`src/rtl/dip_pkg.sv`:
```
// Shared types, constants and helper functions for the icon DIB pixel decoder.
// Depends on nothing; all other files but dip_palette_ram import it.
package dip_pkg;

	// Default values of the top-level parameters.
	localparam int DEF_PALETTE_DEPTH = 256;
	localparam int DEF_MAX_SIDE      = 255;

	// Configuration port geometry.
	localparam int CFG_INDEX_W = 2;
	localparam int CFG_DATA_W  = 9;

	// Register reset values.
	localparam logic [2:0] RST_PIXEL_FORMAT  = 3'd2;
	localparam logic [7:0] RST_IMAGE_WIDTH   = 8'd32;
	localparam logic [7:0] RST_IMAGE_HEIGHT  = 8'd32;
	localparam logic [8:0] RST_PALETTE_COUNT = 9'd0;

	// Register indexes on the configuration port.
	typedef enum logic [CFG_INDEX_W-1:0] {
		REG_PIXEL_FORMAT  = 2'd0,
		REG_IMAGE_WIDTH   = 2'd1,
		REG_IMAGE_HEIGHT  = 2'd2,
		REG_PALETTE_COUNT = 2'd3
	} cfg_reg_t;

	// Position inside a frame.
	typedef enum logic [1:0] {
		PH_PAL  = 2'd0,
		PH_PIX  = 2'd1,
		PH_MASK = 2'd2
	} phase_t;

	// Decoded pixel depth.
	typedef enum logic [2:0] {
		BPP1  = 3'd0,
		BPP4  = 3'd1,
		BPP8  = 3'd2,
		BPP24 = 3'd3,
		BPP32 = 3'd4
	} bpp_t;

	// How the result lanes of one byte get their values.
	typedef enum logic [2:0] {
		M_BIT    = 3'd0,
		M_NIB    = 3'd1,
		M_BYTE   = 3'd2,
		M_DIRECT = 3'd3,
		M_MASK   = 3'd4
	} mode_t;

	// Result kinds on the output stream.
	localparam logic KIND_WRITE = 1'b0;
	localparam logic KIND_CLEAR = 1'b1;

	// One decoded byte handed from the decoder to the result stage.
	typedef struct packed {
		mode_t       mode;
		logic [7:0]  data;
		logic        ld_a;
		logic        ld_b;
		logic [31:0] direct;
		logic [7:0]  pos_y;
		logic [7:0]  x_base;
		logic [7:0]  lanes;
	} dip_job_t;

	// Format codes five to seven behave as eight bits per pixel.
	function automatic bpp_t bpp_of(input logic [2:0] fmt);
		bpp_t r;
		case (fmt)
			3'd0: r = BPP1;
			3'd1: r = BPP4;
			3'd3: r = BPP24;
			3'd4: r = BPP32;
			default: r = BPP8;
		endcase
		return r;
	endfunction

	// Bytes gathered as first, second, third become third, second, first.
	function automatic logic [23:0] swap_rgb(input logic [23:0] g);
		return {g[7:0], g[15:8], g[23:16]};
	endfunction

endpackage

```
`src/rtl/dip_decode.sv`:
```
// Byte decoder: configuration registers, frame counters, palette loading and
// loaded flags, and per-byte result lanes. Uses dip_pkg and drives dip_palette_ram.
module dip_decode #(
	parameter int PALETTE_DEPTH = dip_pkg::DEF_PALETTE_DEPTH,
	parameter int MAX_SIDE      = dip_pkg::DEF_MAX_SIDE,
	parameter int AW            = $clog2(PALETTE_DEPTH)
) (
	input  logic                        clk,
	input  logic                        arst_n,
	input  logic                        cfg_valid,
	input  logic [dip_pkg::CFG_INDEX_W-1:0] cfg_index,
	input  logic [dip_pkg::CFG_DATA_W-1:0]  cfg_data,
	input  logic                        in_valid,
	input  logic [7:0]                  in_data,
	input  logic                        in_ready,
	output dip_pkg::dip_job_t           job,
	output logic                        job_load,
	output logic                        wr_en,
	output logic [AW-1:0]               wr_addr,
	output logic [23:0]                 wr_data,
	output logic                        rd_en,
	output logic [AW-1:0]               rd_addr_a,
	output logic [AW-1:0]               rd_addr_b
);
	import dip_pkg::*;

	// Configuration registers.
	logic [2:0] fmt_q;
	logic [7:0] width_q;
	logic [7:0] height_q;
	logic [8:0] pcount_q;

	// Frame state.
	phase_t                   phase_q;
	logic [8:0]               entry_q;
	logic [1:0]               big_q;
	logic [9:0]               pos_q;
	logic [8:0]               div3_q;
	logic [1:0]               mod3_q;
	logic [7:0]               rows_q;
	logic [23:0]              gather_q;
	logic [PALETTE_DEPTH-1:0] loaded_q;

	// Decode results.
	logic        accept;
	bpp_t        bpp;
	logic [7:0]  w;
	logic [7:0]  h;
	logic [8:0]  full;
	logic [8:0]  entries;
	logic        pal_take;
	logic        pal_wr;
	phase_t      eff_phase;
	logic [9:0]  eff_pos;
	logic [8:0]  eff_div3;
	logic [1:0]  eff_mod3;
	logic [7:0]  eff_rows;
	logic [23:0] eff_gather;
	logic [13:0] row_bits;
	logic [13:0] row_words;
	logic [9:0]  bpl;
	logic        row_end;
	logic [7:0]  rows_dec;
	logic        frame_end;
	logic [7:0]  idx_a;
	logic [7:0]  idx_b;
	logic [12:0] x_bit;
	logic        direct_hit;

	// Next state.
	phase_t      phase_d;
	logic [8:0]  entry_d;
	logic [1:0]  big_d;
	logic [9:0]  pos_d;
	logic [8:0]  div3_d;
	logic [1:0]  mod3_d;
	logic [7:0]  rows_d;
	logic [23:0] gather_d;

	function automatic logic [7:0] side(input logic [7:0] v);
		logic [7:0] r;
		r = v;
		if (v == 8'd0) begin
			r = 8'd1;
		end
		if (r > 8'(MAX_SIDE)) begin
			r = 8'(MAX_SIDE);
		end
		return r;
	endfunction

	assign accept = in_valid && in_ready;

	// Configuration writes; the port never stalls.
	always_ff @(posedge clk or negedge arst_n) begin
		if (!arst_n) begin
			fmt_q    <= RST_PIXEL_FORMAT;
			width_q  <= RST_IMAGE_WIDTH;
			height_q <= RST_IMAGE_HEIGHT;
			pcount_q <= RST_PALETTE_COUNT;
		end else if (cfg_valid) begin
			case (cfg_reg_t'(cfg_index))
				REG_PIXEL_FORMAT:  fmt_q    <= cfg_data[2:0];
				REG_IMAGE_WIDTH:   width_q  <= cfg_data[7:0];
				REG_IMAGE_HEIGHT:  height_q <= cfg_data[7:0];
				REG_PALETTE_COUNT: pcount_q <= cfg_data;
				default: ;
			endcase
		end
	end

	// Palette phase bookkeeping and the switch into the pixel rows.
	always_comb begin
		bpp = bpp_of(fmt_q);
		w   = side(width_q);
		h   = side(height_q);
		case (bpp)
			BPP1:    full = 9'd2;
			BPP4:    full = 9'd16;
			BPP8:    full = 9'd256;
			default: full = 9'd0;
		endcase
		entries  = (pcount_q != 9'd0 && pcount_q < full) ? pcount_q : full;
		pal_take = (phase_q == PH_PAL) && (entry_q < entries);
		pal_wr   = pal_take && (big_q == 2'd3) && ({1'b0, entry_q} < 10'(PALETTE_DEPTH));

		if (phase_q == PH_PAL) begin
			eff_phase  = PH_PIX;
			eff_pos    = 10'd0;
			eff_div3   = 9'd0;
			eff_mod3   = 2'd0;
			eff_rows   = h;
			eff_gather = 24'd0;
		end else begin
			eff_phase  = phase_q;
			eff_pos    = pos_q;
			eff_div3   = div3_q;
			eff_mod3   = mod3_q;
			eff_rows   = rows_q;
			eff_gather = gather_q;
		end
	end

	// Row length in bytes, padded to whole 32-bit words.
	always_comb begin
		if (eff_phase == PH_MASK) begin
			row_bits = {6'd0, w};
		end else begin
			case (bpp)
				BPP1:    row_bits = {6'd0, w};
				BPP4:    row_bits = {4'd0, w, 2'd0};
				BPP8:    row_bits = {3'd0, w, 3'd0};
				BPP24:   row_bits = {2'd0, w, 4'd0} + {3'd0, w, 3'd0};
				default: row_bits = {1'b0, w, 5'd0};
			endcase
		end
		row_words = (row_bits + 14'd31) >> 5;
		bpl       = {row_words[7:0], 2'b00};
		row_end   = ({1'b0, eff_pos} + 11'd1) >= {1'b0, bpl};
		rows_dec  = (eff_rows != 8'd0) ? eff_rows - 8'd1 : 8'd0;
		frame_end = !pal_take && row_end && (rows_dec == 8'd0) &&
			!((eff_phase == PH_PIX) && (bpp != BPP32));
	end

	// Result lanes of this byte and the palette reads they need.
	always_comb begin
		job        = '0;
		job.data   = in_data;
		job.pos_y  = rows_dec;
		idx_a      = in_data;
		idx_b      = 8'd0;
		direct_hit = 1'b0;
		x_bit      = 13'd0;
		if (eff_phase == PH_MASK) begin
			job.mode   = M_MASK;
			job.x_base = {eff_pos[4:0], 3'd0};
			for (int i = 0; i < 8; i++) begin
				x_bit        = {eff_pos, 3'd0} + 13'(i);
				job.lanes[i] = (x_bit < {5'd0, w}) && in_data[7-i];
			end
		end else begin
			case (bpp)
				BPP1: begin
					job.mode   = M_BIT;
					job.x_base = {eff_pos[4:0], 3'd0};
					idx_a      = 8'd0;
					idx_b      = 8'd1;
					for (int i = 0; i < 8; i++) begin
						x_bit        = {eff_pos, 3'd0} + 13'(i);
						job.lanes[i] = x_bit < {5'd0, w};
					end
				end
				BPP4: begin
					job.mode     = M_NIB;
					job.x_base   = {eff_pos[6:0], 1'b0};
					idx_a        = {4'd0, in_data[7:4]};
					idx_b        = {4'd0, in_data[3:0]};
					job.lanes[0] = {eff_pos, 1'b0} < {3'd0, w};
					job.lanes[1] = ({eff_pos, 1'b0} + 11'd1) < {3'd0, w};
				end
				BPP8: begin
					job.mode     = M_BYTE;
					job.x_base   = eff_pos[7:0];
					job.lanes[0] = eff_pos < {2'd0, w};
				end
				BPP24: begin
					job.mode     = M_DIRECT;
					job.x_base   = eff_div3[7:0];
					direct_hit   = eff_mod3 == 2'd2;
					job.direct   = {8'hFF, swap_rgb({eff_gather[15:0], in_data})};
					job.lanes[0] = direct_hit && (eff_div3 < {1'b0, w});
				end
				default: begin
					job.mode     = M_DIRECT;
					job.x_base   = eff_pos[9:2];
					direct_hit   = eff_pos[1:0] == 2'd3;
					job.direct   = {in_data, swap_rgb(eff_gather)};
					job.lanes[0] = direct_hit && (eff_pos[9:2] < w);
				end
			endcase
		end
		if (pal_take) begin
			job.lanes = 8'd0;
		end
		job.ld_a = ({1'b0, idx_a} < 9'(PALETTE_DEPTH)) && loaded_q[idx_a[AW-1:0]];
		job.ld_b = ({1'b0, idx_b} < 9'(PALETTE_DEPTH)) && loaded_q[idx_b[AW-1:0]];
	end

	// Next counters and phase.
	always_comb begin
		phase_d  = phase_q;
		entry_d  = entry_q;
		big_d    = big_q;
		pos_d    = pos_q;
		div3_d   = div3_q;
		mod3_d   = mod3_q;
		rows_d   = rows_q;
		gather_d = gather_q;
		if (pal_take) begin
			if (big_q != 2'd3) begin
				gather_d = {gather_q[15:0], in_data};
				big_d    = big_q + 2'd1;
			end else begin
				entry_d  = entry_q + 9'd1;
				big_d    = 2'd0;
				gather_d = 24'd0;
			end
		end else begin
			phase_d = eff_phase;
			rows_d  = eff_rows;
			// Only the wide formats collect bytes of a pixel.
			gather_d = eff_gather;
			if (eff_phase == PH_PIX && (bpp == BPP24 || bpp == BPP32)) begin
				gather_d = direct_hit ? 24'd0 : {eff_gather[15:0], in_data};
			end
			if (row_end) begin
				pos_d    = 10'd0;
				div3_d   = 9'd0;
				mod3_d   = 2'd0;
				gather_d = 24'd0;
				rows_d   = rows_dec;
				if (rows_dec == 8'd0) begin
					if (frame_end) begin
						phase_d = PH_PAL;
						entry_d = 9'd0;
						big_d   = 2'd0;
						rows_d  = 8'd0;
					end else begin
						phase_d = PH_MASK;
						rows_d  = h;
					end
				end
			end else begin
				pos_d  = eff_pos + 10'd1;
				mod3_d = (eff_mod3 == 2'd2) ? 2'd0 : eff_mod3 + 2'd1;
				div3_d = eff_div3 + {8'd0, eff_mod3 == 2'd2};
			end
		end
	end

	// Frame state registers.
	always_ff @(posedge clk or negedge arst_n) begin
		if (!arst_n) begin
			phase_q  <= PH_PAL;
			entry_q  <= 9'd0;
			big_q    <= 2'd0;
			pos_q    <= 10'd0;
			div3_q   <= 9'd0;
			mod3_q   <= 2'd0;
			rows_q   <= 8'd0;
			gather_q <= 24'd0;
		end else if (accept) begin
			phase_q  <= phase_d;
			entry_q  <= entry_d;
			big_q    <= big_d;
			pos_q    <= pos_d;
			div3_q   <= div3_d;
			mod3_q   <= mod3_d;
			rows_q   <= rows_d;
			gather_q <= gather_d;
		end
	end

	// Loaded flags: set per palette entry, all cleared when a frame ends.
	always_ff @(posedge clk or negedge arst_n) begin
		if (!arst_n) begin
			loaded_q <= '0;
		end else if (accept) begin
			if (frame_end) begin
				loaded_q <= '0;
			end else if (pal_wr) begin
				loaded_q[entry_q[AW-1:0]] <= 1'b1;
			end
		end
	end

	// Memory and result stage hookup.
	assign wr_en     = accept && pal_wr;
	assign wr_addr   = entry_q[AW-1:0];
	assign wr_data   = swap_rgb(gather_q);
	assign rd_en     = accept;
	assign rd_addr_a = idx_a[AW-1:0];
	assign rd_addr_b = idx_b[AW-1:0];
	assign job_load  = accept && (job.lanes != 8'd0);

	// Palette colors are written only while the palette is being loaded.
	a_wr_in_palette: assert property (@(posedge clk) disable iff (!arst_n)
		wr_en |-> (phase_q == PH_PAL))
		else $error("palette write outside the palette phase");

endmodule

```
`config.mk`:
```
export PLATFORM = sky130hd
export DESIGN_NAME = dip_decode
export DESIGN_NICKNAME = d
export VERILOG_FILES = /design/src/rtl/dip_pkg.sv /design/src/rtl/dip_decode.sv
export SDC_FILE = /design/constraint.sdc
export NUM_CORES = 1
export LEC_CHECK = 0
export ABC_CLOCK_PERIOD_IN_PS = 7900
export BUFFER_PORTS_ARGS = -buffer_cell sky130_fd_sc_hd__buf_2
export CORE_MARGIN = 1
export CORE_UTILIZATION = 61
export DETAILED_ROUTE_END_ITERATION = 6
export MAX_ROUTING_LAYER = met4
export PLACE_DENSITY = 0.84
export SLEW_MARGIN = 20
export SYNTH_ARGS = -nofsm -noshare
export SYNTH_HDL_FRONTEND = slang
export SYNTH_SLANG_ARGS = --single-unit
export TNS_END_PERCENT = 50
```
`constraint.sdc`:
```
create_clock -name clk -period 7.9 [get_ports clk]
set_input_delay 1.58 -clock clk [delete_from_list [all_inputs] [get_ports clk]]
set_output_delay 1.58 -clock clk [all_outputs]
set_load 0.01 [all_outputs]
```
==> summary.md <==
| Metric | Value |
|---|---|
| Inserted Clock Buffers | 38 |
| Remaining routing DRC violations | 0 |
| Layout fillers | 2538 |
| Final number of max-transition violations | 0 |
| Final-report hold violation count | 0 |
| CP Data Required Time | 6320 ps |
| Number of violations reported at the end of detailed-routing iteration 0 | 2608 |
| Register bit count reported by yosys | 350 |
| Data arrival at the endpoint of the critical path | 5560 ps |
| Post-route setup slack | 758 ps |
| Total detailed-routing wirelength | 66300 um |
| Clock transition at path regs | 50 ps |
| GRT overflow | 0 |
| Max Cap Viol | 0 |
| Total placed instance area | 21200 um^2 |
| Min Hold Slack | 484 ps |
| Number of buffers on the longest clock path | 3 |
| Post-route insts no fill | 2814 |
| Instance count of the mapped netlist | 2304 |
| Met1 usage in global routing | 52.9% |
| Cell types with the largest area share after synthesis | dfrtp_1, a21oi_1, nor2_1 |
| Setup crit start kind | flop |
| Most Used Layer, Global Route | met2 |
| Detail-routed via count per cell | 6.87 |
| Leakage power | 11.0 nW |
| Top_reg_cell synth | dfrtp_1 |
| Number of placement rows | 66 |
| Portion of the post-synthesis area used by sequential elements | 43.1% |
| Share of the cycle needed by the critical path after routing | 90.4% |
| Maximum number of pins on one net before global-route repair | 183 |
| Maximum operating frequency | 0.140 GHz |
| Syn Area/Cell | 8.82 um^2 |
| EDFF count, synth | 0 |
| Transition at the pin with the smallest max-transition slack | 1200 ps |
| Global-route wire length before repair | 103000 um |
| Global routing usage summed across all routing layers | 40.3% |
| Clock root cell | clkbuf_16 |
| RSZ-0062 raised after global routing | no |
| Post-CTS setup buffer count | 0 |
| Remaining max-slew budget at the tightest pin | 19.8% |
| TritonCTS clock tree | built |
| Effective utilization at floorplan | 62.3% |
| Number of antenna cells inserted | 0 |
| Worst setup path category | reg2out |
| TritonCTS sink count | 350 |
| Cell Pwr Density | 265 nW/um^2 |
| Cell taking the most area after synthesis | dfrtp_1 |
| Hold/Removal Path Class | reg2reg |
| Synthesis-to-finish area growth | 10.8% |
| Cell Count Post-Placement | 2747 |
| DPL Wire Length | 44300 um |
| Die Ht | 184 um |
| Outcome | finished, final reports clean |
| Post-route design area | 22500 um^2 |
| Number of I/O port buffers | 139 |
| Pre-CTS setup slack | 1340 ps |
| Final RePlAce weighted congestion | 0.992 |
| Maximum level of the CTS H-tree | 2 |
| Number of global-route vias before repair | 18300 |
| Clock period minus final worst setup slack | 7140 ps |
| Met2 GRT Util | 60.1% |
| Ys async rst share | 100% |
| Area taken by flip-flops and latches | 8760 um^2 |
| Cell Area, Synth | 20300 um^2 |
| Core area | 32600 um^2 |
| Io pins | 144 |
| Setup violations, final | 0 |
| Max VDD drop | 0.000197 V |
| Total number of vias | 19300 |
| Final antenna-violating net count | 0 |
| Finished Core Util | 69.0% |
| CP endpoint kind | output pin |
| Post-layout total power | 5.97 mW |
| Die footprint | 34000 um^2 |
| Global routing met3 resource utilization | 8.95% |
| Most used standard cells in the synthesized netlist | dfrtp_1, nor2_1, a21oi_1 |
| Most common cell in the netlist | dfrtp_1 |
| Post-synthesis cell type count | 89 |
| Largest driver fanout on the critical path | 25 |
| Average detailed-routed wire length per instance | 23.6 um |
| Fraction of layout cells with a size suffix above 1 | 13.6% |
| Setup total negative slack | 0 ps |
| Initial antenna violation count | 0 |
| Yosys warning count | 0 |
| Width of the die | 184 um |
| Clock Latency Late Sink | 550 ps |
| Synth top area share | 42.7% |
| First-pass detailed-route iteration total | 6 |
| Multi-input combinational cell area | 10500 um^2 |
| Clock Skew | 23.4 ps |
| CTS resizes | 0 |
| Number of nets at the end of the flow | 2444 |
| CTS Hold Bufs | 0 |
-- flip-flops by register name, summed over array words and instances, names as in the netlist --
name,cells
loaded_q,256
gather_q,24
pos_q,10
div3_q,9
entry_q,9
pcount_q,9
height_q,8
rows_q,8
width_q,8
fmt_q,3
big_q,2
mod3_q,2
phase_q,2
-- worst paths after layout --
path / from / to / slack [ps] / cells after the start
hold / removal: loaded_q[168] / loaded_q[168] / 480 / 2
setup reg to reg: width_q[6] / loaded_q[192] / 1170 / 24
setup / recovery: fmt_q[0] / job[3] / 760 / 19
max in group asynchronous: arst_n / loaded_q[119] / 5180 / 3
hold reg to reg: loaded_q[168] / loaded_q[168] / 480 / 2
min in group asynchronous: arst_n / pos_q[7] / 870 / 1
-- cell families after synthesis --
logic type / Yosys count / synth area share [%]
compound gates: 697 / 22.6
xor+xnor: 25 / 1.08
fa+ha+maj: 74 / 4.56
buf+inv: 241 / 5.35
flops: 350 / 43.1
mux: 82 / 4.55
other cells: 1 / 0.0185
simple gates: 834 / 18.7
-- where the power goes --
part           internal [mW]  total (mW)  switching (mW)  leakage [nW]
Sequential              1.92        2.14           0.218          4.76
Clock                   1.15        1.91           0.760         0.657
Combinational          0.715        1.91            1.20          5.54
Total                   3.79        5.97            2.18          11.0
-- final cells by class --
cell class	instances	area share, %
multi-input cells	1716	46.8
flip-flops and latches	350	38.9
repair buffers	188	5.02
clock buffers	49	4.72
well taps	442	2.46
clock inverters	17	1.16
inverters	52	0.867
-- critical path, cell delays in order, from the launching register on --
cell	delay, ps
dfrtp_1	320
buf_4	300
and2_0	500
or2_2	400
inv_1	130
ha_1	280
o31ai_1	90
o211a_1	380
nand2_1	110
ha_1	310
a21o_1	120
a21o_1	120
a21o_1	110
a21oi_1	70
o2bb2ai_1	570
nor2_1	270
or2_2	410
nand2b_1	170
nor2_1	120
buf_2	210
-- per-layer routing --
layer  routed length [um]  vias to the layer above
li1                     -                     8368
met1                25800                     9360
met2                29600                     1341
met3                 7780                      274
met4                 3110                        0
met5                    0                        -
-- layout by cell type, fill, tap and decap left out, drive strengths merged, types with 6 or more instances in the layout --
cell / n
a2111oi: 12
a211oi: 35
a21boi: 6
a21o: 23
a21oi: 253
a221o: 7
a22o: 84
a22oi: 29
a31o: 6
a31oi: 36
a32oi: 16
and2: 30
and3: 52
buf: 188
bufinv: 6
clkbuf: 49
clkinv: 11
dfrtp: 347
ha: 74
inv: 52
mux2: 29
mux2i: 49
nand2: 217
nand2b: 14
nand3: 66
nand4: 19
nor2: 330
nor2b: 30
nor3: 22
nor4: 12
o2111ai: 7
o211ai: 13
o21a: 9
o21ai: 84
o22ai: 13
o31ai: 10
or2: 10
or3: 10
xnor2: 12
xor2: 13
(Power assumes the default switching activity.)
