$ cat config.mk
export PLATFORM = sky130hd
export DESIGN_NAME = dip_emit
export DESIGN_NICKNAME = d
export VERILOG_FILES = /design/src/rtl/dip_pkg.sv /design/src/rtl/dip_emit.sv
export SDC_FILE = /design/constraint.sdc
export NUM_CORES = 1
export LEC_CHECK = 0
export ABC_CLOCK_PERIOD_IN_PS = 3300
export BUFFER_PORTS_ARGS = -buffer_cell sky130_fd_sc_hd__buf_2
export CAP_MARGIN = 20
export CELL_PAD_IN_SITES_DETAIL_PLACEMENT = 1
export CELL_PAD_IN_SITES_GLOBAL_PLACEMENT = 2
export CORE_ASPECT_RATIO = 2
export CORE_UTILIZATION = 25
export DETAILED_ROUTE_END_ITERATION = 8
export PLACE_DENSITY_LB_ADDON = 0.1
export SLEW_MARGIN = 0
export SYNTH_ARGS = -nofsm -noshare
export SYNTH_HDL_FRONTEND = slang
export SYNTH_SLANG_ARGS = --single-unit
$ cat constraint.sdc
create_clock -name clk -period 3.3 [get_ports clk]
set_input_delay 0.165 -clock clk [delete_from_list [all_inputs] [get_ports clk]]
set_output_delay 0.165 -clock clk [all_outputs]
set_load 0.005 [all_outputs]
$ cat src/rtl/dip_pkg.sv
// Shared types, constants and helper functions for the icon DIB pixel decoder.
// Depends on nothing; all other files but dip_palette_ram import it.
package dip_pkg;

	// Default values of the top-level parameters.
	localparam int DEF_PALETTE_DEPTH = 256;
	localparam int DEF_MAX_SIDE      = 255;

	// Configuration port geometry.
	localparam int CFG_INDEX_W = 2;
	localparam int CFG_DATA_W  = 9;

	// Register reset values.
	localparam logic [2:0] RST_PIXEL_FORMAT  = 3'd2;
	localparam logic [7:0] RST_IMAGE_WIDTH   = 8'd32;
	localparam logic [7:0] RST_IMAGE_HEIGHT  = 8'd32;
	localparam logic [8:0] RST_PALETTE_COUNT = 9'd0;

	// Register indexes on the configuration port.
	typedef enum logic [CFG_INDEX_W-1:0] {
		REG_PIXEL_FORMAT  = 2'd0,
		REG_IMAGE_WIDTH   = 2'd1,
		REG_IMAGE_HEIGHT  = 2'd2,
		REG_PALETTE_COUNT = 2'd3
	} cfg_reg_t;

	// Position inside a frame.
	typedef enum logic [1:0] {
		PH_PAL  = 2'd0,
		PH_PIX  = 2'd1,
		PH_MASK = 2'd2
	} phase_t;

	// Decoded pixel depth.
	typedef enum logic [2:0] {
		BPP1  = 3'd0,
		BPP4  = 3'd1,
		BPP8  = 3'd2,
		BPP24 = 3'd3,
		BPP32 = 3'd4
	} bpp_t;

	// How the result lanes of one byte get their values.
	typedef enum logic [2:0] {
		M_BIT    = 3'd0,
		M_NIB    = 3'd1,
		M_BYTE   = 3'd2,
		M_DIRECT = 3'd3,
		M_MASK   = 3'd4
	} mode_t;

	// Result kinds on the output stream.
	localparam logic KIND_WRITE = 1'b0;
	localparam logic KIND_CLEAR = 1'b1;

	// One decoded byte handed from the decoder to the result stage.
	typedef struct packed {
		mode_t       mode;
		logic [7:0]  data;
		logic        ld_a;
		logic        ld_b;
		logic [31:0] direct;
		logic [7:0]  pos_y;
		logic [7:0]  x_base;
		logic [7:0]  lanes;
	} dip_job_t;

	// Format codes five to seven behave as eight bits per pixel.
	function automatic bpp_t bpp_of(input logic [2:0] fmt);
		bpp_t r;
		case (fmt)
			3'd0: r = BPP1;
			3'd1: r = BPP4;
			3'd3: r = BPP24;
			3'd4: r = BPP32;
			default: r = BPP8;
		endcase
		return r;
	endfunction

	// Bytes gathered as first, second, third become third, second, first.
	function automatic logic [23:0] swap_rgb(input logic [23:0] g);
		return {g[7:0], g[15:8], g[23:16]};
	endfunction

endpackage

$ cat src/rtl/dip_emit.sv
// Result stage: holds one decoded byte, walks its lanes one per cycle when the
// output register is free and feeds it. Uses dip_pkg and the palette read data.
module dip_emit (
	input  logic              clk,
	input  logic              arst_n,
	input  dip_pkg::dip_job_t job,
	input  logic              job_load,
	input  logic [23:0]       rd_data_a,
	input  logic [23:0]       rd_data_b,
	input  logic              out_ready,
	output logic              s1_free,
	output logic              out_valid,
	output logic [7:0]        out_x,
	output logic [7:0]        out_y,
	output logic [31:0]       out_value,
	output logic              out_kind,
	output logic              out_last
);
	import dip_pkg::*;

	dip_job_t    job_s1;
	logic        valid_s1;
	logic [7:0]  lanes_s1;

	logic        out_valid_q;
	logic [7:0]  out_x_q;
	logic [7:0]  out_y_q;
	logic [31:0] out_value_q;
	logic        out_kind_q;
	logic        out_last_q;

	logic [7:0]  lane_oh;
	logic [2:0]  lane;
	logic [7:0]  rest;
	logic        is_last;
	logic        out_free;
	logic        take;
	logic        sel_b;
	logic [31:0] pal_a;
	logic [31:0] pal_b;
	logic [31:0] value;
	logic        kind;

	// Lowest pending lane goes next.
	always_comb begin
		lane_oh = lanes_s1 & (~lanes_s1 + 8'd1);
		lane    = 3'd0;
		for (int i = 0; i < 8; i++) begin
			if (lane_oh[i]) begin
				lane = 3'(i);
			end
		end
		rest     = lanes_s1 & ~lane_oh;
		is_last  = rest == 8'd0;
		out_free = !out_valid_q || out_ready;
		take     = valid_s1 && out_free;
		s1_free  = !valid_s1 || (take && is_last);
	end

	// Value of the selected lane.
	always_comb begin
		pal_a = job_s1.ld_a ? {8'hFF, rd_data_a} : 32'd0;
		pal_b = job_s1.ld_b ? {8'hFF, rd_data_b} : 32'd0;
		sel_b = 1'b0;
		kind  = KIND_WRITE;
		case (job_s1.mode)
			M_BIT:    sel_b = job_s1.data[3'd7 - lane];
			M_NIB:    sel_b = lane[0];
			default:  sel_b = 1'b0;
		endcase
		case (job_s1.mode)
			M_DIRECT: value = job_s1.direct;
			M_MASK: begin
				value = 32'd0;
				kind  = KIND_CLEAR;
			end
			default:  value = sel_b ? pal_b : pal_a;
		endcase
	end

	// Held byte and its pending lanes.
	always_ff @(posedge clk or negedge arst_n) begin
		if (!arst_n) begin
			valid_s1 <= 1'b0;
			lanes_s1 <= 8'd0;
		end else if (job_load) begin
			valid_s1 <= 1'b1;
			lanes_s1 <= job.lanes;
		end else if (take) begin
			valid_s1 <= !is_last;
			lanes_s1 <= rest;
		end
	end

	always_ff @(posedge clk) begin
		if (job_load) begin
			job_s1 <= job;
		end
	end

	// Output register.
	always_ff @(posedge clk or negedge arst_n) begin
		if (!arst_n) begin
			out_valid_q <= 1'b0;
		end else if (take) begin
			out_valid_q <= 1'b1;
		end else if (out_ready) begin
			out_valid_q <= 1'b0;
		end
	end

	always_ff @(posedge clk) begin
		if (take) begin
			out_x_q     <= job_s1.x_base + {5'd0, lane};
			out_y_q     <= job_s1.pos_y;
			out_value_q <= value;
			out_kind_q  <= kind;
			out_last_q  <= is_last;
		end
	end

	assign out_valid = out_valid_q;
	assign out_x     = out_x_q;
	assign out_y     = out_y_q;
	assign out_value = out_value_q;
	assign out_kind  = out_kind_q;
	assign out_last  = out_last_q;

	// A held byte always has a lane left to send.
	a_lanes_pending: assert property (@(posedge clk) disable iff (!arst_n)
		valid_s1 |-> (lanes_s1 != 8'd0))
		else $error("held byte with no pending lane");

	// Sending the final lane with nothing new frees the stage.
	a_frees_after_last: assert property (@(posedge clk) disable iff (!arst_n)
		(take && is_last && !job_load) |=> !valid_s1)
		else $error("stage still busy after its final lane");

	// A new byte is loaded only into a free stage.
	a_load_when_free: assert property (@(posedge clk) disable iff (!arst_n)
		(valid_s1 && !(take && is_last)) |-> !job_load)
		else $error("byte loaded over a busy stage");

endmodule

==> impl_metrics.py, run 1 <==
metrics = {
    "run_status": {
        "status": "finished, final reports clean",
    },
    "critical_path": {
        "timing.rr.start": "lanes_s1[1]$_DFFE_PN0P_",
        "critical_path_arrival_ps": 3190,
        "timing.critical_path.required_ps": 3460,
        "critical_path.startpoint_type": "flip-flop",
        "end_kind": "flip-flop",
        "critPathMaxFanout": 8,
        "worst-r2r-cell-count": 9,
        "crit_type": "flip-flop to flip-flop",
        "rrSetupSlack_ps": 270,
        "rr_endpoint": "out_x[4]$_DFFE_PP_",
    },
    "power_and_ir_drop": {
        "p_leak_nw": 3.095,
        "worst_supply_voltage_drop_on_vdd_uv": 272.0,
        "totalPowerFinal_mw": 4.450,
        "p_per_area_mw_per_mm2": 597.3,
    },
    "clocking": {
        "cts_root_buf": "clkbuf_16",
        "post_cts_setup_buffers": 0,
        "cts_max_path_buffers": 2,
        "clk_latency_ps": 420,
        "cts_tree": "built",
        "tritoncts.num_buffers": 17,
        "post_cts_resize_count": 0,
        "htree_num_levels": 4,
        "cts.clk_slew.worst_paths_ps": 60,
        "cts.sink_count": 121,
    },
    "logic_synthesis": {
        "synth_top_area_cell": "edfxtp_1",
        "netlist_top_cells_area": "edfxtp_1, dfrtp_1, a22oi_1, o21ai_0, inv_1",
        "syn-instance-count": 353,
        "synth.avg_cell_area_um2": 14.13,
        "synth_nets": 478,
        "synth_enable_flop_cells": 111,
        "synth_seq_cells": 121,
        "synth_cell_types": 54,
        "synth_largest_type_area_fraction_pct": 66.83,
        "yosys_warnings": 0,
        "dominantRegCellSynth": "edfxtp_1",
        "synth_sequential_area_ratio_pct": 71.85,
        "synth-async-reset-ratio_pct": 8.264,
        "syn_area_mm2": 0.004987,
    },
    "placement": {
        "place.gp.congestion": 0.7538,
        "numPortBuffers": 172,
        "dp_hpwl_um": 10530,
    },
    "final_layout": {
        "final_core_utilization_pct": 38.29,
        "sequential_cell_area_mm2": 0.003583,
        "post_route_cells_drive_above_1_share_pct": 36.01,
        "layout.cells.most_common_list": "buf_2, edfxtp_1, dlygate4sd3_1",
        "final.fill_count": 2180,
        "syn_to_final_growth_pct": 49.40,
        "area_of_the_multi_input_gates_mm2": 0.001176,
        "layout.cells.most_common": "buf_2",
        "num-nets-final": 734,
    },
    "sta": {
        "hold_violations": 0,
        "rsz0062_at_grt": "no",
        "report.final.setup_viol": 0,
        "final-max-slew-violation-count": 0,
        "fmax_mhz": 330.3,
        "tcrit_tclk_final_pct": 91.73,
        "clock-skew-final_ps": 10.48,
        "totalNegativeSetupSlack_ps": 0,
        "relSlewSlack_pct": 57.28,
        "min_period_ps": 3027,
        "tightestPinTransition_ps": 636.6,
    },
    "detailed_routing": {
        "vias": 3826,
        "drcViolationCount": 0,
        "met2_length_um": 8827,
        "drt_iter0_drc": 74,
        "postRouteAntennaNets": 0,
        "drt_pass1_iterations": 4,
        "detail_route.wirelength_um": 14700,
        "via_per_inst": 4.338,
        "m1WireLength_um": 4860,
        "wl_per_cell_um": 16.67,
        "route.top_layer_used": "met4",
        "wl_met3_um": 628,
    },
    "grt": {
        "number_of_global_route_vias_before_repair": 4202,
        "gr-total-overflow": 0,
        "grt_antenna_before_repair": 1,
        "grtUsageTotal_pct": 15.03,
        "grt_max_degree": 49,
        "global_route_wire_length_before_repair_um": 21960,
    },
    "die": {
        "die_area_mm2": 0.02055,
        "pin_count": 173,
        "floorplan.initialDensity_pct": 25.63,
        "die_h_um": 201.7,
        "floorplan.die.width_um": 101.9,
        "placeableCoreArea_mm2": 0.01946,
        "rows": 72,
    },
    "run": {
        "drv.max_cap_violation_count": 0,
    },
    "min_path": {
        "hold-path-cell-count": 3,
        "hold_path_startpoint": "rd_data_b[9]",
        "hold_path_end": "out_value[9]$_DFFE_PP_",
        "holdCritPathClass": "input port to flip-flop",
    },
}
## repair_timing
item / 4_1_cts / 5_1_grt
hold buffers: 70 / 0
endpoints found under the setup margin: 0 / 0
endpoints found under the hold margin: 79 / 0
## worst max-delay path by stage
stage | from | end | slack [ps] | cells after the start
after floorplan | lanes_s1[2]$_DFFE_PN0P_ | out_x[6]$_DFFE_PP_ | 360 | 11
after detailed placement | lanes_s1[1]$_DFFE_PN0P_ | out_x[6]$_DFFE_PP_ | 260 | 9
after CTS | lanes_s1[1]$_DFFE_PN0P_ | out_x[4]$_DFFE_PP_ | 240 | 9
final | lanes_s1[1]$_DFFE_PN0P_ | out_x[4]$_DFFE_PP_ | 270 | 9
after global routing | lanes_s1[0]$_DFFE_PN0P_ | out_x[4]$_DFFE_PP_ | 100 | 9
after global placement | lanes_s1[1]$_DFFE_PN0P_ | out_x[6]$_DFFE_PP_ | 300 | 9
## metal layers
metal	global-route usage, %	up-vias
met5	0	-
met4	8.214	0
met3	3.161	22
met2	30.12	116
met1	12.99	1858
li1	-	1830
## worst max-delay path, stage by stage (launching register included)
cell and delay (ps):
dfrtp_1 450, or4_4 610, or4_4 460, nand2_2 170, ha_1 190, inv_1 50, fa_1 400, nor2b_1 160
o21ai_0 130, xnor2_1 150
## report_power, final
| group | internal [mW] | switching, mW | leakage (nW) |
|---|---|---|---|
| logic | 0.295 | 0.326 | 1.60 |
| registers | 1.89 | 0.0676 | 1.21 |
| clock network | 1.17 | 0.699 | 0.278 |
| total | 3.36 | 1.09 | 3.10 |
## synth_stat cells (all sizes together) (2+ instances only)
| master | n |
|---|---|
| a21o | 2 |
| nand2b | 4 |
| nand3 | 5 |
| xnor2 | 5 |
| o21a | 2 |
| nor2 | 16 |
| nand2 | 21 |
| a22oi | 23 |
| ha | 3 |
| a21oi | 15 |
| nor4 | 3 |
| edfxtp | 111 |
| or3 | 3 |
| inv | 34 |
| o21ai | 44 |
| a221o | 2 |
| and3 | 3 |
| clkbuf | 6 |
| buf | 9 |
| or4 | 3 |
| o31ai | 2 |
| and2 | 2 |
| nor3 | 5 |
| dfrtp | 10 |
## layout make-up
| type | instances | share of cell area [%] |
|---|---|---|
| antenna | 1 | 0.03359 |
| clock buffer | 18 | 5.760 |
| clock inverter | 14 | 2.099 |
| inverter | 34 | 1.713 |
| multi-input combinational | 183 | 15.79 |
| sequential | 121 | 48.09 |
| tap | 259 | 4.349 |
| timing repair buffer | 252 | 22.17 |
## registers in the layout (all words and copies together), names as in the netlist
name	flops
job_s1	61
out_value	32
lanes_s1	8
out_x	8
out_y	8
out_kind	1
out_last	1
out_valid	1
valid_s1	1
## through the flow
step / setup slack, ps / instances / hold slack (ps) / cell area [um^2]
6_report: 272.8 / 882 / 59.15 / 7451
5_1_grt: 102.8 / 882 / 52.03 / 7451
4_1_cts: 236.9 / 881 / 30.53 / 7448
3_5_place_dp: 256.2 / 779 / 53.85 / 6162
3_3_place_gp: 304.8 / 779 / 49.56 / 6162
2_1_floorplan: 357.5 / 353 / -130.6 / 4987
## cells by family (layout without fill, tap and decap cells)
kind of cell             Yosys count  in the layout  synth area share, %
adder cells (fa/ha/maj)            5              5                1.355
XOR/XNOR                           6              6                1.054
AO/OA/AOI/OAI                    102            102                13.85
AND/OR/NAND/NOR                   70             70                7.326
buffers and inverters             49            318                4.566
flip-flops                       121            121                71.85
other                              0              1                    0
No activity file was read; power rests on OpenSTA's default activity.
==> run 2: changes to the inputs <==
Settings changed: BUFFER_PORTS_ARGS -buffer_cell sky130_fd_sc_hd__buf_2 to default, DONT_BUFFER_PORTS from default to 1, RECOVER_POWER from default to 100.
==> run 2 against run 1 <==
  * The run now ends with capacitance limit, slew limit left
  * Die area did not move
  * Combinational power fell by 24%
  * Sequential power rose by 2%
  * Critical path depth fell by 2
  * Sequential share of layout area rose by 3.2 points
  * Final cell count fell by 15%
  * Global-route usage fell by 0.48 points
  * Clock power barely moved
  * Register-to-register slack got worse by 40 ps
  * Worst hold slack got worse by 31 ps
  * Non-clock buffer count fell by 129
  * Largest power group unchanged
  * Highest routed layer unchanged
==> impl_metrics.py, run 2 (synthesized netlist as in run 1, its figures left out) <==
metrics = {
    "sta": {
        "final-max-slew-violation-count": 79,
        "fmax_mhz": 326.2,
        "min_period_ps": 3066,
        "relSlewSlack_pct": -27.87,
        "report.final.setup_viol": 0,
        "finalWorstSetupSlack_ps": 234.0,
        "rsz0062_at_grt": "no",
        "hold_violations": 0,
        "clock-skew-final_ps": 13.29,
        "tightestPinTransition_ps": 1918,
        "totalNegativeSetupSlack_ps": 0,
        "tcrit_tclk_final_pct": 92.91,
    },
    "grt": {
        "grt_antenna_before_repair": 0,
        "grt_util_met1_pct": 12.29,
        "global_route_wire_length_before_repair_um": 21020,
        "number_of_global_route_vias_before_repair": 3819,
        "gr-usage-met3_pct": 4.064,
        "globalRouteMet2Util_pct": 29.20,
        "gr-total-overflow": 0,
        "grt-busiest-layer": "met2",
        "grtUsageTotal_pct": 14.55,
        "grt_max_degree": 79,
    },
    "critical_path": {
        "end_kind": "flip-flop",
        "timing.critical_path.required_ps": 3450,
        "cpMaxStageDelayCell": "or4_4",
        "critical_path_arrival_ps": 3210,
        "crit_type": "flip-flop to flip-flop",
        "cpPeakStageDelay_ps": 610,
        "critPathMaxFanout": 8,
        "cp_bufs_invs": 0,
        "worst_path_dominant_cell_family": "simple AND/OR/NAND/NOR gates",
        "critical_path.startpoint_type": "flip-flop",
        "crit_path_cell_trace": "or4_4, or4_4, nand4_1, a21oi_2, or4b_1, a21oi_2, nor2_1",
    },
    "die": {
        "floorplan.initialDensity_pct": 25.63,
        "die_area_mm2": 0.02055,
        "die_h_um": 201.7,
        "placeableCoreArea_mm2": 0.01946,
        "rows": 72,
        "pin_count": 173,
        "floorplan.die.width_um": 101.9,
    },
    "power_and_ir_drop": {
        "p_leak_nw": 2.577,
        "worst_supply_voltage_drop_on_vdd_uv": 270.0,
        "p_per_area_mw_per_mm2": 621.8,
    },
    "min_path": {
        "holdCritPathClass": "input port to flip-flop",
    },
    "clocking": {
        "htree_num_levels": 4,
        "cts_tree": "built",
        "post_cts_resize_count": 0,
        "tritoncts.num_buffers": 17,
        "post_cts_setup_buffers": 0,
        "cts_root_buf": "clkbuf_16",
        "cts_max_path_buffers": 2,
        "cts.clk_slew.worst_paths_ps": 60,
        "clk_latency_ps": 420,
        "cts.sink_count": 121,
    },
    "detailed_routing": {
        "wl_per_cell_um": 18.86,
        "detail_route.wirelength_um": 14180,
        "vias": 3357,
        "drt_iter0_drc": 93,
        "drcViolationCount": 0,
        "drt_pass1_iterations": 4,
        "postRouteAntennaNets": 0,
        "via_per_inst": 4.464,
    },
    "final_layout": {
        "flip_flop_count_of_the_largest_register_after_layout": 61,
        "antenna-diode-count": 0,
        "largest-register": "job_s1",
        "final_core_utilization_pct": 35.91,
        "finalInstanceArea_mm2": 0.006987,
        "layout.cells.most_common": "dlygate4sd3_1",
        "post_route_cells_drive_above_1_share_pct": 9.533,
        "num-nets-final": 605,
        "syn_to_final_growth_pct": 40.09,
        "layout.cells.most_common_list": "dlygate4sd3_1, edfxtp_1, o21ai_0",
    },
    "run": {
        "drv.max_cap_violation_count": 1,
    },
    "placement": {
        "place_area_mm2": 0.005296,
        "dp_hpwl_um": 9501,
        "placement.setup.worst_slack_ps": 237.9,
        "place.gp.congestion": 0.7533,
        "numPortBuffers": 0,
    },
    "run_status": {
        "violations_in_the_final_reports": "capacitance limit, slew limit",
        "status": "finished, violations left",
    },
}
## run 2: what timing repair did
action,CTS,global route
hold endpoints to repair,165,0
setup endpoints to repair,0,0
hold buffers,115,0
## run 2: area by class of cell
type	instances	area, um^2
Fill cell	2072	12470
Sequential cell	121	3583
Timing Repair Buffer	123	1216
Multi-Input combinational cell	183	1146
Clock buffer	21	440.4
Tap cell	259	324.1
Clock inverter	11	148.9
Inverter	34	127.6
## run 2: power by group
part	switching [mW]	leakage, nW	internal, mW	total [mW]
sequential	0.106	1.21	1.90	2.00
clock	0.684	0.279	1.19	1.87
combinational	0.256	1.08	0.214	0.471
total	1.05	2.58	3.30	4.34
## run 2: worst register-to-register path, stage by stage, from the launching register on
cell     delay (ps)
dfrtp_1         450
or4_4           610
or4_4           460
nand4_1         140
a21oi_2          90
or4b_1          540
a21oi_2         380
nor2_1          120
## run 2: per-stage QoR
stage / hold slack [ps] / power (mW) / std cells
after floorplan: -130.6 / 2.255 / 353
after global placement: -130.3 / 2.396 / 605
after detailed placement: -130.3 / 2.402 / 605
after CTS: 2.255 / 4.437 / 752
after global routing: 14.78 / 4.539 / 752
final: 28.51 / 4.344 / 752
## run 2: final timing paths
path	startpoint	endpoint	slack, ps	cells after the start
worst max-delay path	lanes_s1[1]$_DFFE_PN0P_	out_value[24]$_DFFE_PP_	230	7
worst min-delay path	rd_data_a[8]	out_value[8]$_DFFE_PP_	30	2
worst max register to register	lanes_s1[1]$_DFFE_PN0P_	out_value[24]$_DFFE_PP_	230	7
worst min register to register	job_s1[22]$_DFFE_PP_	out_y[6]$_DFFE_PP_	420	0
max in group asynchronous	arst_n	lanes_s1[4]$_DFFE_PN0P_	2830	1
min in group asynchronous	arst_n	lanes_s1[0]$_DFFE_PN0P_	140	1
## run 2: per-layer routing
layer	part of all wire (%)	wire length, um
met4	2.4	342
met1	33	4690
met3	4.7	660
met2	60	8489
met5	0	0
